<file path="config.mk">
export PLATFORM = sky130hd
export DESIGN_NAME = line_sensor_position_estimator
export DESIGN_NICKNAME = d
export VERILOG_FILES = /design/src/rtl/core/lspe_pkg.sv /design/src/rtl/core/lspe_serdiv.sv /design/src/rtl/core/lspe_frame_store.sv /design/src/rtl/core/line_sensor_position_estimator.sv
export SDC_FILE = /design/constraint.sdc
export NUM_CORES = 1
export LEC_CHECK = 0
export BUFFER_PORTS_ARGS = -buffer_cell sky130_fd_sc_hd__buf_2
export CELL_PAD_IN_SITES_DETAIL_PLACEMENT = 2
export CELL_PAD_IN_SITES_GLOBAL_PLACEMENT = 2
export CORE_MARGIN = 2
export CORE_UTILIZATION = 43
export DETAILED_ROUTE_END_ITERATION = 8
export PLACE_DENSITY_LB_ADDON = 0.1
export SETUP_SLACK_MARGIN = 0.4
export SYNTH_ARGS = -nofsm -noshare
export SYNTH_HDL_FRONTEND = slang
export SYNTH_SLANG_ARGS = --single-unit
</file>
<file path="constraint.sdc">
create_clock -name clk -period 13.7 [get_ports clk]
set_clock_uncertainty 0.2 [all_clocks]
set_input_delay 2.74 -clock clk [delete_from_list [all_inputs] [get_ports clk]]
set_output_delay 2.74 -clock clk [all_outputs]
set_load 0.05 [all_outputs]
</file>
<file path="src/rtl/core/lspe_pkg.sv">
// Shared constants, widths and types of the line sensor position estimator.
// No dependencies; the frame store, the estimator and the testbench import this package.
package lspe_pkg;

    localparam int NUM_SENSORS  = 8;
    localparam int ADC_BITS_DEF = 12;
    localparam int FULL_SCALE   = 1000;

    localparam int VAL_W  = $clog2(FULL_SCALE + 1);
    localparam int IDX_W  = $clog2(NUM_SENSORS);
    localparam int VSUM_W = $clog2(NUM_SENSORS * FULL_SCALE + 1);
    localparam int WSUM_W = $clog2(FULL_SCALE * NUM_SENSORS * (NUM_SENSORS - 1) / 2 + 1);
    localparam int WNUM_W = WSUM_W + VAL_W;
    localparam int MAX_POS = (NUM_SENSORS - 1) * FULL_SCALE;
    localparam int POS_Q_W = $clog2(MAX_POS + 1);

    localparam int POS_W   = 13;
    localparam int POS_SAT = 8191;
    localparam int THR_W   = 10;
    localparam int CFG_W   = 13;
    localparam int CIDX_W  = 2;

    localparam int CENTER_RST = 3500;
    localparam int THR_RST    = 200;
    localparam int LAST_RST   = 3500;

    localparam logic [CIDX_W-1:0] REG_LINE_IS_WHITE    = 2'd0;
    localparam logic [CIDX_W-1:0] REG_CENTER_POSITION  = 2'd1;
    localparam logic [CIDX_W-1:0] REG_DETECT_THRESHOLD = 2'd2;

    localparam logic CMD_CALIBRATE = 1'b0;
    localparam logic CMD_MEASURE   = 1'b1;

    // control of the rotating frame and calibration store
    typedef struct packed {
        logic load;
        logic rotate;
        logic update;
    } cal_ctrl_t;

endpackage

</file>
<file path="src/rtl/core/lspe_serdiv.sv">
// Restoring divider, one quotient bit per cycle.
// Stand-alone; the caller guarantees the quotient fits in Q_W bits.
module lspe_serdiv #(
    parameter int REM_W = 12,
    parameter int Q_W   = 10
) (
    input  logic             clk,
    input  logic             rst_n,
    input  logic             start,
    input  logic [REM_W-1:0] rem_init,
    input  logic [Q_W-1:0]   num_lo,
    input  logic [REM_W-1:0] divisor,
    output logic             done,
    output logic [Q_W-1:0]   quotient
);

    localparam int CNT_W = $clog2(Q_W);

    logic [REM_W-1:0] rem_reg, rem_next;
    logic [Q_W-1:0]   sh_reg, sh_next;
    logic [CNT_W-1:0] cnt_reg, cnt_next;
    logic             busy_reg, busy_next;
    logic             done_reg, done_next;
    logic [REM_W:0]   trial;
    logic [REM_W:0]   diff;
    logic             ge;

    assign trial = {rem_reg, sh_reg[Q_W-1]};
    assign ge    = trial >= {1'b0, divisor};
    assign diff  = trial - {1'b0, divisor};

    always_comb
    begin
        rem_next  = rem_reg;
        sh_next   = sh_reg;
        cnt_next  = cnt_reg;
        busy_next = busy_reg;
        done_next = 1'b0;
        if (start)
        begin
            rem_next  = rem_init;
            sh_next   = num_lo;
            cnt_next  = CNT_W'(Q_W - 1);
            busy_next = 1'b1;
        end
        else if (busy_reg)
        begin
            // partial remainder stays below the divisor, so REM_W bits hold it
            rem_next = ge ? diff[REM_W-1:0] : trial[REM_W-1:0];
            sh_next  = {sh_reg[Q_W-2:0], ge};
            cnt_next = cnt_reg - 1'b1;
            if (cnt_reg == '0)
            begin
                busy_next = 1'b0;
                done_next = 1'b1;
            end
        end
    end

    always_ff @(posedge clk or negedge rst_n)
    begin
        if (!rst_n)
        begin
            busy_reg <= 1'b0;
            done_reg <= 1'b0;
            cnt_reg  <= '0;
        end
        else
        begin
            busy_reg <= busy_next;
            done_reg <= done_next;
            cnt_reg  <= cnt_next;
        end
    end

    always_ff @(posedge clk)
    begin
        rem_reg <= rem_next;
        sh_reg  <= sh_next;
    end

    assign done     = done_reg;
    assign quotient = sh_reg;

endmodule

</file>
<file path="src/rtl/core/lspe_frame_store.sv">
// Rotating store of the current frame and the per-sensor calibration range.
// Depends on lspe_pkg for the sensor count and the control struct.
module lspe_frame_store
    import lspe_pkg::*;
#(
    parameter int ADC_BITS = ADC_BITS_DEF
) (
    input  logic                                  clk,
    input  logic                                  rst_n,
    input  cal_ctrl_t                             ctrl,
    input  logic [NUM_SENSORS-1:0][ADC_BITS-1:0]  frame,
    output logic [ADC_BITS-1:0]                   head_sample,
    output logic [ADC_BITS-1:0]                   head_min,
    output logic [ADC_BITS-1:0]                   head_max
);

    logic [NUM_SENSORS-1:0][ADC_BITS-1:0] samp_reg;
    logic [NUM_SENSORS-1:0][ADC_BITS-1:0] min_reg;
    logic [NUM_SENSORS-1:0][ADC_BITS-1:0] max_reg;
    logic [ADC_BITS-1:0]                  min_next;
    logic [ADC_BITS-1:0]                  max_next;

    assign head_sample = samp_reg[0];
    assign head_min    = min_reg[0];
    assign head_max    = max_reg[0];

    // widen the range at the head before it rotates to the tail
    always_comb
    begin
        min_next = min_reg[0];
        max_next = max_reg[0];
        if (ctrl.update)
        begin
            if (samp_reg[0] < min_reg[0])
                min_next = samp_reg[0];
            if (samp_reg[0] > max_reg[0])
                max_next = samp_reg[0];
        end
    end

    always_ff @(posedge clk)
    begin
        if (ctrl.load)
            samp_reg <= frame;
        else if (ctrl.rotate)
            samp_reg <= {samp_reg[0], samp_reg[NUM_SENSORS-1:1]};
    end

    always_ff @(posedge clk or negedge rst_n)
    begin
        if (!rst_n)
        begin
            min_reg <= '1;
            max_reg <= '0;
        end
        else if (ctrl.rotate)
        begin
            min_reg <= {min_next, min_reg[NUM_SENSORS-1:1]};
            max_reg <= {max_next, max_reg[NUM_SENSORS-1:1]};
        end
    end

endmodule

</file>
<file path="src/rtl/core/line_sensor_position_estimator.sv">
// Line sensor position estimator: calibrate or measure one frame of eight samples per item.
// A calibrate item rotates through the sensors to widen each range and gives no result. A
// measure item, per sensor, loads the sample, runs the bit-serial scaling divider, takes the
// quotient and accumulates; a sensor whose value is clamped skips the divider. Then a load
// step starts the bit-serial position divider, unless the line is lost, and an output step
// follows. One item is worked on at a time; the result sits in an output register, so a new
// item is accepted while it waits to be taken.
module line_sensor_position_estimator
    import lspe_pkg::*;
#(
    parameter int ADC_BITS = ADC_BITS_DEF
) (
    input  logic                clk,
    input  logic                rst_n,
    input  logic                in_valid,
    output logic                in_ready,
    input  logic                command,
    input  logic [ADC_BITS-1:0] sample_0,
    input  logic [ADC_BITS-1:0] sample_1,
    input  logic [ADC_BITS-1:0] sample_2,
    input  logic [ADC_BITS-1:0] sample_3,
    input  logic [ADC_BITS-1:0] sample_4,
    input  logic [ADC_BITS-1:0] sample_5,
    input  logic [ADC_BITS-1:0] sample_6,
    input  logic [ADC_BITS-1:0] sample_7,
    output logic                out_valid,
    input  logic                out_ready,
    output logic [POS_W-1:0]    position,
    output logic                line_lost,
    input  logic                cfg_we,
    input  logic [CIDX_W-1:0]   cfg_index,
    input  logic [CFG_W-1:0]    cfg_data
);

    localparam logic [2:0] ST_IDLE  = 3'd0;
    localparam logic [2:0] ST_CAL   = 3'd1;
    localparam logic [2:0] ST_SLOAD = 3'd2;
    localparam logic [2:0] ST_SDIV  = 3'd3;
    localparam logic [2:0] ST_ACC   = 3'd4;
    localparam logic [2:0] ST_FLOAD = 3'd5;
    localparam logic [2:0] ST_FDIV  = 3'd6;
    localparam logic [2:0] ST_OUT   = 3'd7;

    localparam int NUM_W = ADC_BITS + VAL_W;

    localparam logic [IDX_W-1:0] LAST_IDX  = IDX_W'(NUM_SENSORS - 1);
    localparam logic [VAL_W-1:0] FULL_VAL  = VAL_W'(FULL_SCALE);
    localparam logic [POS_W-1:0] MAX_POS_C = POS_W'(MAX_POS);

    logic [2:0]              state_reg, state_next;
    logic [IDX_W-1:0]        idx_reg, idx_next;
    logic [VAL_W-1:0]        val_reg, val_next;
    logic                    on_line_reg, on_line_next;
    logic [VSUM_W-1:0]       vsum_reg, vsum_next;
    logic [WSUM_W-1:0]       wsum_reg, wsum_next;
    logic [POS_W-1:0]        last_pos_reg, last_pos_next;
    logic [POS_W-1:0]        res_pos_reg, res_pos_next;
    logic                    res_lost_reg, res_lost_next;
    logic [POS_W-1:0]        position_reg, position_next;
    logic                    lost_flag_reg, lost_flag_next;
    logic                    out_valid_reg, out_valid_next;
    logic                    white_reg;
    logic [POS_W-1:0]        center_reg;
    logic [THR_W-1:0]        thr_reg;

    logic [NUM_SENSORS-1:0][ADC_BITS-1:0] frame;
    cal_ctrl_t               cal_ctrl;
    logic [ADC_BITS-1:0]     x, lo, hi;
    logic [ADC_BITS-1:0]     diff, span;
    logic [NUM_W-1:0]        scaled_num;
    logic                    sdiv_start, sdiv_done;
    logic [VAL_W-1:0]        sdiv_q;
    logic [VAL_W-1:0]        v_adj;
    logic [WNUM_W-1:0]       wnum;
    logic                    fdiv_start, fdiv_done;
    logic [POS_Q_W-1:0]      fdiv_q;
    logic                    in_fire;

    assign frame[0] = sample_0;
    assign frame[1] = sample_1;
    assign frame[2] = sample_2;
    assign frame[3] = sample_3;
    assign frame[4] = sample_4;
    assign frame[5] = sample_5;
    assign frame[6] = sample_6;
    assign frame[7] = sample_7;

    assign in_ready = (state_reg == ST_IDLE);
    assign in_fire  = in_valid && in_ready;

    lspe_frame_store #(
        .ADC_BITS (ADC_BITS)
    ) u_store (
        .clk         (clk),
        .rst_n       (rst_n),
        .ctrl        (cal_ctrl),
        .frame       (frame),
        .head_sample (x),
        .head_min    (lo),
        .head_max    (hi)
    );

    // times 1000 as 1024 - 16 - 8
    assign diff       = x - lo;
    assign span       = hi - lo;
    assign scaled_num = (NUM_W'(diff) << 10) - (NUM_W'(diff) << 4) - (NUM_W'(diff) << 3);
    assign sdiv_start = (state_reg == ST_SLOAD) && (x > lo) && (hi > lo) && (x < hi);

    lspe_serdiv #(
        .REM_W (ADC_BITS),
        .Q_W   (VAL_W)
    ) u_scale_div (
        .clk      (clk),
        .rst_n    (rst_n),
        .start    (sdiv_start),
        .rem_init (scaled_num[NUM_W-1:VAL_W]),
        .num_lo   (scaled_num[VAL_W-1:0]),
        .divisor  (span),
        .done     (sdiv_done),
        .quotient (sdiv_q)
    );

    assign v_adj = white_reg ? (FULL_VAL - val_reg) : val_reg;

    assign wnum = (WNUM_W'(wsum_reg) << 10) - (WNUM_W'(wsum_reg) << 4)
                - (WNUM_W'(wsum_reg) << 3);
    assign fdiv_start = (state_reg == ST_FLOAD) && on_line_reg && (vsum_reg != '0);

    lspe_serdiv #(
        .REM_W (VSUM_W),
        .Q_W   (POS_Q_W)
    ) u_pos_div (
        .clk      (clk),
        .rst_n    (rst_n),
        .start    (fdiv_start),
        .rem_init (VSUM_W'(wnum[WNUM_W-1:POS_Q_W])),
        .num_lo   (wnum[POS_Q_W-1:0]),
        .divisor  (vsum_reg),
        .done     (fdiv_done),
        .quotient (fdiv_q)
    );

    always_comb
    begin
        state_next     = state_reg;
        idx_next       = idx_reg;
        val_next       = val_reg;
        on_line_next   = on_line_reg;
        vsum_next      = vsum_reg;
        wsum_next      = wsum_reg;
        last_pos_next  = last_pos_reg;
        res_pos_next   = res_pos_reg;
        res_lost_next  = res_lost_reg;
        position_next  = position_reg;
        lost_flag_next = lost_flag_reg;
        out_valid_next = out_valid_reg && !out_ready;
        cal_ctrl       = '0;

        case (state_reg)
            ST_IDLE:
            begin
                if (in_fire)
                begin
                    cal_ctrl.load = 1'b1;
                    idx_next      = '0;
                    on_line_next  = 1'b0;
                    vsum_next     = '0;
                    wsum_next     = '0;
                    state_next    = (command == CMD_MEASURE) ? ST_SLOAD : ST_CAL;
                end
            end
            ST_CAL:
            begin
                cal_ctrl.rotate = 1'b1;
                cal_ctrl.update = 1'b1;
                idx_next        = idx_reg + 1'b1;
                if (idx_reg == LAST_IDX)
                begin
                    idx_next   = '0;
                    state_next = ST_IDLE;
                end
            end
            ST_SLOAD:
            begin
                if (x <= lo)
                begin
                    val_next   = '0;
                    state_next = ST_ACC;
                end
                else if (!sdiv_start)
                begin
                    // empty range or sample at or past the maximum: clamp
                    val_next   = FULL_VAL;
                    state_next = ST_ACC;
                end
                else
                    state_next = ST_SDIV;
            end
            ST_SDIV:
            begin
                if (sdiv_done)
                begin
                    val_next   = sdiv_q;
                    state_next = ST_ACC;
                end
            end
            ST_ACC:
            begin
                cal_ctrl.rotate = 1'b1;
                vsum_next       = vsum_reg + VSUM_W'(v_adj);
                wsum_next       = wsum_reg + WSUM_W'(v_adj) * WSUM_W'(idx_reg);
                if (v_adj > thr_reg)
                    on_line_next = 1'b1;
                idx_next   = idx_reg + 1'b1;
                state_next = ST_SLOAD;
                if (idx_reg == LAST_IDX)
                begin
                    idx_next   = '0;
                    state_next = ST_FLOAD;
                end
            end
            ST_FLOAD:
            begin
                if (fdiv_start)
                    state_next = ST_FDIV;
                else
                begin
                    res_pos_next  = (last_pos_reg < center_reg) ? '0 : MAX_POS_C;
                    res_lost_next = 1'b1;
                    state_next    = ST_OUT;
                end
            end
            ST_FDIV:
            begin
                if (fdiv_done)
                begin
                    res_pos_next  = (fdiv_q > POS_SAT) ? POS_W'(POS_SAT) : POS_W'(fdiv_q);
                    last_pos_next = res_pos_next;
                    res_lost_next = 1'b0;
                    state_next    = ST_OUT;
                end
            end
            ST_OUT:
            begin
                // hold until the output register is free
                if (!out_valid_reg || out_ready)
                begin
                    position_next  = res_pos_reg;
                    lost_flag_next = res_lost_reg;
                    out_valid_next = 1'b1;
                    state_next     = ST_IDLE;
                end
            end
            default:
                state_next = ST_IDLE;
        endcase
    end

    always_ff @(posedge clk or negedge rst_n)
    begin
        if (!rst_n)
        begin
            state_reg     <= ST_IDLE;
            idx_reg       <= '0;
            out_valid_reg <= 1'b0;
            last_pos_reg  <= POS_W'(LAST_RST);
            lost_flag_reg <= 1'b0;
            white_reg     <= 1'b0;
            center_reg    <= POS_W'(CENTER_RST);
            thr_reg       <= THR_W'(THR_RST);
        end
        else
        begin
            state_reg     <= state_next;
            idx_reg       <= idx_next;
            out_valid_reg <= out_valid_next;
            last_pos_reg  <= last_pos_next;
            lost_flag_reg <= lost_flag_next;
            if (cfg_we)
            begin
                case (cfg_index)
                    REG_LINE_IS_WHITE:    white_reg  <= cfg_data[0];
                    REG_CENTER_POSITION:  center_reg <= cfg_data[POS_W-1:0];
                    REG_DETECT_THRESHOLD: thr_reg    <= cfg_data[THR_W-1:0];
                    default:              ;
                endcase
            end
        end
    end

    always_ff @(posedge clk)
    begin
        val_reg      <= val_next;
        on_line_reg  <= on_line_next;
        vsum_reg     <= vsum_next;
        wsum_reg     <= wsum_next;
        res_pos_reg  <= res_pos_next;
        res_lost_reg <= res_lost_next;
        position_reg <= position_next;
    end

    assign out_valid = out_valid_reg;
    assign position  = position_reg;
    assign line_lost = lost_flag_reg;

`ifndef NO_ASSERTIONS
    a_lost_extreme: assert property (@(posedge clk) disable iff (!rst_n)
        out_valid && line_lost |-> position == '0 || position == MAX_POS_C)
        else $error("lost-line result is not an extreme position");

    a_busy_after_accept: assert property (@(posedge clk) disable iff (!rst_n)
        in_valid && in_ready |=> !in_ready)
        else $error("item accepted while the previous one is still in work");

    a_sdiv_done_state: assert property (@(posedge clk) disable iff (!rst_n)
        sdiv_done |-> state_reg == ST_SDIV)
        else $error("scaling divider finished outside its wait state");

    a_found_in_range: assert property (@(posedge clk) disable iff (!rst_n)
        out_valid && !line_lost |-> position <= MAX_POS_C)
        else $error("line position beyond the last sensor");
`endif

endmodule

</file>
==> results of run 1 <==
-- layer usage --
metal	vias up	wire, µm	track usage
li1	9373	-	-
met1	10200	33100	0.310
met2	340	42600	0.491
met3	157	2640	0.0330
met4	0	3360	0.108
met5	-	0	0
-- cell families after synthesis --
group	synth area share
AOI/OAI and AO/OA	0.102
buffers and inverters	0.0417
DFF	0.492
xor gates and xnor gates	0.0347
adders and majority gates	0.108
and+or+nand+nor	0.196
muxes	0.0252
-- power groups by stage --
| stage | sequential (mW) | clock, mW | combinational, mW |
|---|---|---|---|
| 3_3_place_gp | 1.48 | 0 | 0.121 |
| 4_1_cts | 1.46 | 1.47 | 0.134 |
| 6_report | 1.46 | 1.44 | 0.132 |
| 5_1_grt | 1.46 | 1.52 | 0.148 |
| 3_5_place_dp | 1.48 | 0 | 0.130 |
| 2_1_floorplan | 1.48 | 0 | 0.0696 |
-- critical path: cells and delay by family (launching register included) --
kind	cells	cell delay, ns
buffers and inverters	1	0.13
AND/OR/NAND/NOR	2	0.30
adder cells (fa/ha/maj)	3	1.10
AO/OA/AOI/OAI	10	2.62
flip-flops	1	0.51
XOR/XNOR	1	0.46
-- cell usage in the layout (no fill, tap or decap), drive strengths merged, types with 7 or more instances in the layout --
master	synthesis	final
nor2b	38	38
xor2	43	43
or3	10	10
nand3	24	24
inv	171	176
a21o	36	36
clkbuf	95	78
nand4	18	18
dfrtp	136	136
o211ai	7	7
fa	35	35
and2	24	24
dfstp	113	113
a31oi	14	14
o31ai	14	14
clkinv	1	16
a211oi	18	18
and3	19	19
a2111oi	7	7
nor2	116	116
edfxtp	209	209
o21bai	8	8
o22ai	7	7
buf	15	151
nor3	36	36
mux2i	22	22
nand2	870	870
mux2	38	38
o21a	17	17
a22oi	7	7
ha	167	167
a21oi	113	113
xnor2	59	59
o21ai	128	128
nand2b	24	24
-- per-stage QoR --
stage | instance area [µm²] | cells
after global routing | 28900 | 3648
after global placement | 27200 | 3548
after floorplan | 25800 | 2734
after detailed placement | 27200 | 3548
final | 28900 | 3653
after CTS | 28900 | 3648
-- path summary, 6_finish.rpt --
check | to | slack, ns | depth (start not counted)
max | u_scale_div.rem_reg[10]$_DFFE_PP_ | 8.14 | 17
min | position[10]$_DFFE_PP_ | 0.23 | 0
max reg2reg | u_scale_div.rem_reg[10]$_DFFE_PP_ | 8.14 | 17
min reg2reg | position[10]$_DFFE_PP_ | 0.23 | 0
max in group asynchronous | u_scale_div.done$_DFF_PN0_ | 9.79 | 2
min in group asynchronous | u_pos_div.cnt_reg[0]$_DFFE_PN0P_ | 1.97 | 1
-- layout make-up --
type                    instances  area share
flip-flops and latches        459       0.438
multi-input cells            1993       0.417
clock buffers                  78      0.0550
well taps                     773      0.0334
repair buffers                151      0.0281
inverters                     172      0.0224
clock inverters                22     0.00562
diodes                          5    0.000432
==> reports/results.txt, run 1 <==
status -> complete, no violations
Yosys top cell area share -> 0.244
VDD IR max -> 0.0962 mV
leading area contributor after synthesis -> edfxtp_1
internal power -> 2.33 mW
Syn-to-layout area delta -> 12.3%
syn_area_per_cell -> 9.42 µm²
CP Data Arrival Time -> 5.73 ns
core area -> 59100 µm²
number of synthesized flops with an enable pin -> 209
DP Wirelength -> 58000 µm
P_sw -> 0.703 mW
overall routing resource usage -> 0.265
Startpoint Class -> register
clk sinks -> 459
nature of the critical path endpoint -> register
Final period util -> 0.406
routability cong. -> 0.872
Ports -> 133
Seq pwr share -> 0.481
initial core utilization -> 0.436
fmax -> 180 MHz
most common cell in the netlist -> nand2_1
Top FF cell, synth -> edfxtp_1
post-synthesis async set-or-reset flop share -> 0.542
Pins Over Slew Limit -> 0
fillers -> 6233
FP Rows -> 89
CTS tree -> done
setup TNS -> 0 ns
CP required -> 13.87 ns
nets -> 3149
Seq/Total Area, Yosys -> 0.492
Detailed Route WL -> 81600 µm
Critical Path, Cell by Cell -> inv_1 > ha_1 > nor2b_1 > o31ai_1 > nand2b_1 > a21oi_1 > xor2_1 > ha_1 > ha_1 > a21o_1 > a21oi_1 > o21ai_1 > a21oi_1 > o31ai_1 > a211oi_1 > a31oi_1 > o31a_1
Clock Path Buffers -> 3
wire per inst -> 22.3 µm
die area -> 61900 µm²
combinational share of power -> 0.043
kind of critical path -> register to register
Clock Power Share -> 0.476
actual slew at the worst max-slew pin -> 1.28 ns
Ys Warns -> 0
min-delay src -> res_pos_reg[10]$_SDFFCE_PN0P_
Via density -> 5.49
first-pass GRT wire length -> 130000 µm
Cell Pwr Density -> 105 nW/µm²
Die Wd -> 249 µm
post-CTS setup buffers -> 0
post-cts resize count -> 0
area of the mapped netlist -> 25800 µm²
Post-synth top cells -> nand2_1, edfxtp_1, inv_1, ha_1, dfrtp_1
Worst path max stage delay -> 0.55 ns
Unique masters post-synth -> 78
Synth Instances -> 2734
Critical Path Fanout Max -> 8
Setup Viol. Count Final -> 0
fin util -> 0.490
Num CTS Buffers -> 53
DR iter-0 viols -> 946
fin crit period -> 5.56 ns
vias in the first global route -> 22.9k
GRT Residual Overflow -> 0
clk_lat worst skew -> 0.62 ns
clk root buf -> clkbuf_16
dpl ws -> 8.11 ns
via count -> 20.0k
top cells by area, synth -> edfxtp_1, dfrtp_1, nand2_1
final worst slack -> 8.14 ns
DRT antenna net count -> 0
Port-buffer cells -> 132
Worst slew margin -> 0.141
power consumption -> 3.04 mW
share of layout cells above drive strength 1 -> 0.143
Worst-path clk slew -> 0.06 ns
final hold vios -> 0
largest net degree at the start of global routing -> 120
RSZ-0062 raised after global routing -> false
area of the multi-input gates -> 12100 µm²
sw frac -> 0.232
Storage cell area -> 12700 µm²
cts hold-fix bufs -> 0
DRT Pass-1 Iters -> 5
LEAKAGE -> 12.8 nW
Hold/Removal Path Class -> register to register
DRC -> 0
synthesized flop and latch total -> 459
initial antenna violation count -> 5
Hold WS -> 0.225 ns
Critical Path Source -> u_store.head_min[1]$_DFFE_PN1P_
Reg2Reg Launch Point -> u_store.head_min[1]$_DFFE_PN1P_
CP max-delay cell -> a211oi_1
Syn Nets -> 3053
max-cap viol count -> 0
H-tree level count -> 2
die height -> 249 µm
Power figures use the tool's default switching activity.
==> inputs of run 2 (changes only) <==
CORE_UTILIZATION = 40   (was 43)
clock period = 5.35 ns   (was 13.7 ns; I/O delays follow)
==> reports/results.txt, run 2 (synthesized netlist as in run 1, its figures left out) <==
H-tree level count -> 2 (unchanged)
nets -> 3188 (+1.2%)
commonest cells after routing, fill and taps aside -> nand2_1, edfxtp_1, inv_1, ha_1, dfrtp_1
Syn-to-layout area delta -> 14.6%
power consumption -> 7.74 mW (+150%)
setup TNS -> 0 ns (unchanged)
fin crit period -> 4.89 ns (-0.669 ns)
Die Wd -> 258 µm (+3.6%)
placed cell count -> 3660 (+3.2%)
Clock Path Buffers -> 3 (unchanged)
Critical Path, Cell by Cell -> ha_1 > inv_1 > fa_1 > nand3_1 > a211oi_4 > o31a_1 > o21ai_4 > inv_1 > fa_1 > inv_1 > ha_1 > buf_4 > o21ai_0 > a21oi_2 > and3_1 > nand3_1 > nand4_1 > a31oi_2 > xnor2_1 > o21ai_0
VDD IR max -> 0.216 mV (+120%)
DP Wirelength -> 61300 µm (+5.7%)
DRC -> 0 (unchanged)
clk sinks -> 459 (unchanged)
actual slew at the worst max-slew pin -> 1.18 ns (-0.100 ns)
initial core utilization -> 0.402 (-0.0339)
Worst path max stage delay -> 0.56 ns (about the same)
RSZ-0062 raised after global routing -> true
clk root buf -> clkbuf_16
Area after DPL -> 27600 µm² (+1.4%)
Num CTS Buffers -> 54 (+1.9%)
P_sw -> 1.75 mW (+150%)
Via density -> 5.33 (-2.8%)
DRT Pass-1 Iters -> 5 (unchanged)
clk_lat worst skew -> 0.63 ns (about the same)
routability cong. -> 0.855 (-1.9%)
Startpoint Class -> register
kind of critical path -> register to register
largest net degree at the start of global routing -> 104 (-13%)
Seq pwr share -> 0.483 (+0.002)
fmax -> 204 MHz (+14%)
CP Data Arrival Time -> 5.05 ns (-0.68 ns)
Final period util -> 0.914 (+0.508)
first-pass GRT wire length -> 130000 µm (+0.17%)
initial antenna violation count -> 8 (+3)
GRT Residual Overflow -> 0 (unchanged)
DR iter-0 viols -> 1040 (+9.9%)
max-cap viol count -> 0 (unchanged)
core area -> 64100 µm² (+8.4%)
Worst slew margin -> 0.190 (+0.0484)
Design Area, Final -> 29500 µm² (+2.1%)
share of layout cells above drive strength 1 -> 0.161 (+0.0176)
commonest non-fill, non-tap cell in the layout -> nand2_1
internal power -> 5.99 mW (+160%)
final cell count without fillers -> 3773 (+3.3%)
Setup Viol. Count Final -> 0 (unchanged)
DRT antenna net count -> 0 (unchanged)
LEAKAGE -> 13.0 nW (+1.6%)
FP Rows -> 93 (+4.5%)
status -> complete, no violations
vias in the first global route -> 22.6k (-1.5%)
sw frac -> 0.226 (-0.00540)
nature of the critical path endpoint -> register
die area -> 66500 µm² (+7.4%)
hold path cells -> 0 (unchanged)
CTS tree -> done
Critical Path Fanout Max -> 6 (-2)
Hold/Removal Path Class -> register to register
Clock Power Share -> 0.474 (-0.002)
final hold vios -> 0 (unchanged)
overall routing resource usage -> 0.250 (-0.0151)
Worst-path clk slew -> 0.06 ns (about the same)
die height -> 258 µm (+3.6%)
CP max-delay cell -> dfstp_2
Port-buffer cells -> 132 (unchanged)
Ports -> 133 (unchanged)
worst reg-to-reg path cell count -> 20 (+3)
combinational share of power -> 0.043 (about the same)
CP most frequent cell -> inv_1
Cell Pwr Density -> 262 nW/µm² (+150%)
wire per inst -> 21.8 µm (-2.6%)
Pins Over Slew Limit -> 0 (unchanged)
CP required -> 5.51 ns (-8.36 ns)
Detailed Route WL -> 82100 µm (+0.55%)
via count -> 20.1k (+0.38%)
-- run 2: per-layer routing --
metal	global-route usage	routed length (µm)	part of all wire
met1	0.329	36800	0.45
met2	0.428	40200	0.49
met3	0.0389	2930	0.036
met4	0.0715	2160	0.026
met5	0	8	0.000097
-- run 2: cell type report --
| type | instances | area, µm² |
|---|---|---|
| clock inverters | 25 | 221 |
| diodes | 3 | 7.51 |
| well taps | 855 | 1070 |
| repair buffers | 189 | 1150 |
| inverters | 172 | 652 |
| multi-input cells | 1993 | 12300 |
| flip-flops and latches | 459 | 12700 |
| clock buffers | 77 | 1520 |
| fillers | 6904 | 34600 |
-- run 2: critical path, delay by kind of cell (launching register included) --
family / cells / cell delay [ns]
xor gates and xnor gates: 1 / 0.13
and+or+nand+nor: 4 / 0.67
DFF: 1 / 0.56
adders and majority gates: 4 / 1.48
buffers and inverters: 4 / 0.39
AOI/OAI and AO/OA: 7 / 1.21
-- run 2: what timing repair did --
| action | CTS | global route |
|---|---|---|
| endpoints found under the setup margin | 7 | 16 |
| gates resized for setup | 7 | 31 |
| hold buffers | 0 | 0 |
| pin swaps | 0 | 8 |
| setup buffers | 0 | 8 |
-- run 2: through the flow --
stage / hold slack (ns) / setup WS [ns] / util
after floorplan: 0.200 / 0.476 / -
after global placement: 0.200 / 0.196 / 0.430
after detailed placement: 0.210 / 0.144 / 0.430
after CTS: 0.223 / 0.405 / 0.458
after global routing: 0.233 / 0.260 / 0.461
final: 0.221 / 0.459 / 0.461
-- run 2: power groups by stage --
| stage | registers, mW | clock network [mW] | logic, mW |
|---|---|---|---|
| 6_report | 3.74 | 3.67 | 0.332 |
| 4_1_cts | 3.74 | 3.77 | 0.337 |
| 3_5_place_dp | 3.80 | 0 | 0.331 |
| 2_1_floorplan | 3.79 | 0 | 0.178 |
| 3_3_place_gp | 3.80 | 0 | 0.311 |
| 5_1_grt | 3.74 | 3.91 | 0.377 |
-- run 2: worst paths after layout --
path | to | slack (ns) | start
max | u_scale_div.rem_reg[11]$_DFFE_PP_ | 0.46 | u_store.head_min[0]$_DFFE_PN1P_
min | position[11]$_DFFE_PP_ | 0.22 | res_pos_reg[11]$_DFFE_PP_
max reg2reg | u_scale_div.rem_reg[11]$_DFFE_PP_ | 0.46 | u_store.head_min[0]$_DFFE_PN1P_
min reg2reg | position[11]$_DFFE_PP_ | 0.22 | res_pos_reg[11]$_DFFE_PP_
max in group asynchronous | u_store.head_min[8]$_DFFE_PN1P_ | 3.60 | rst_n
min in group asynchronous | last_pos_reg[9]$_DFFE_PN0P_ | 0.26 | rst_n
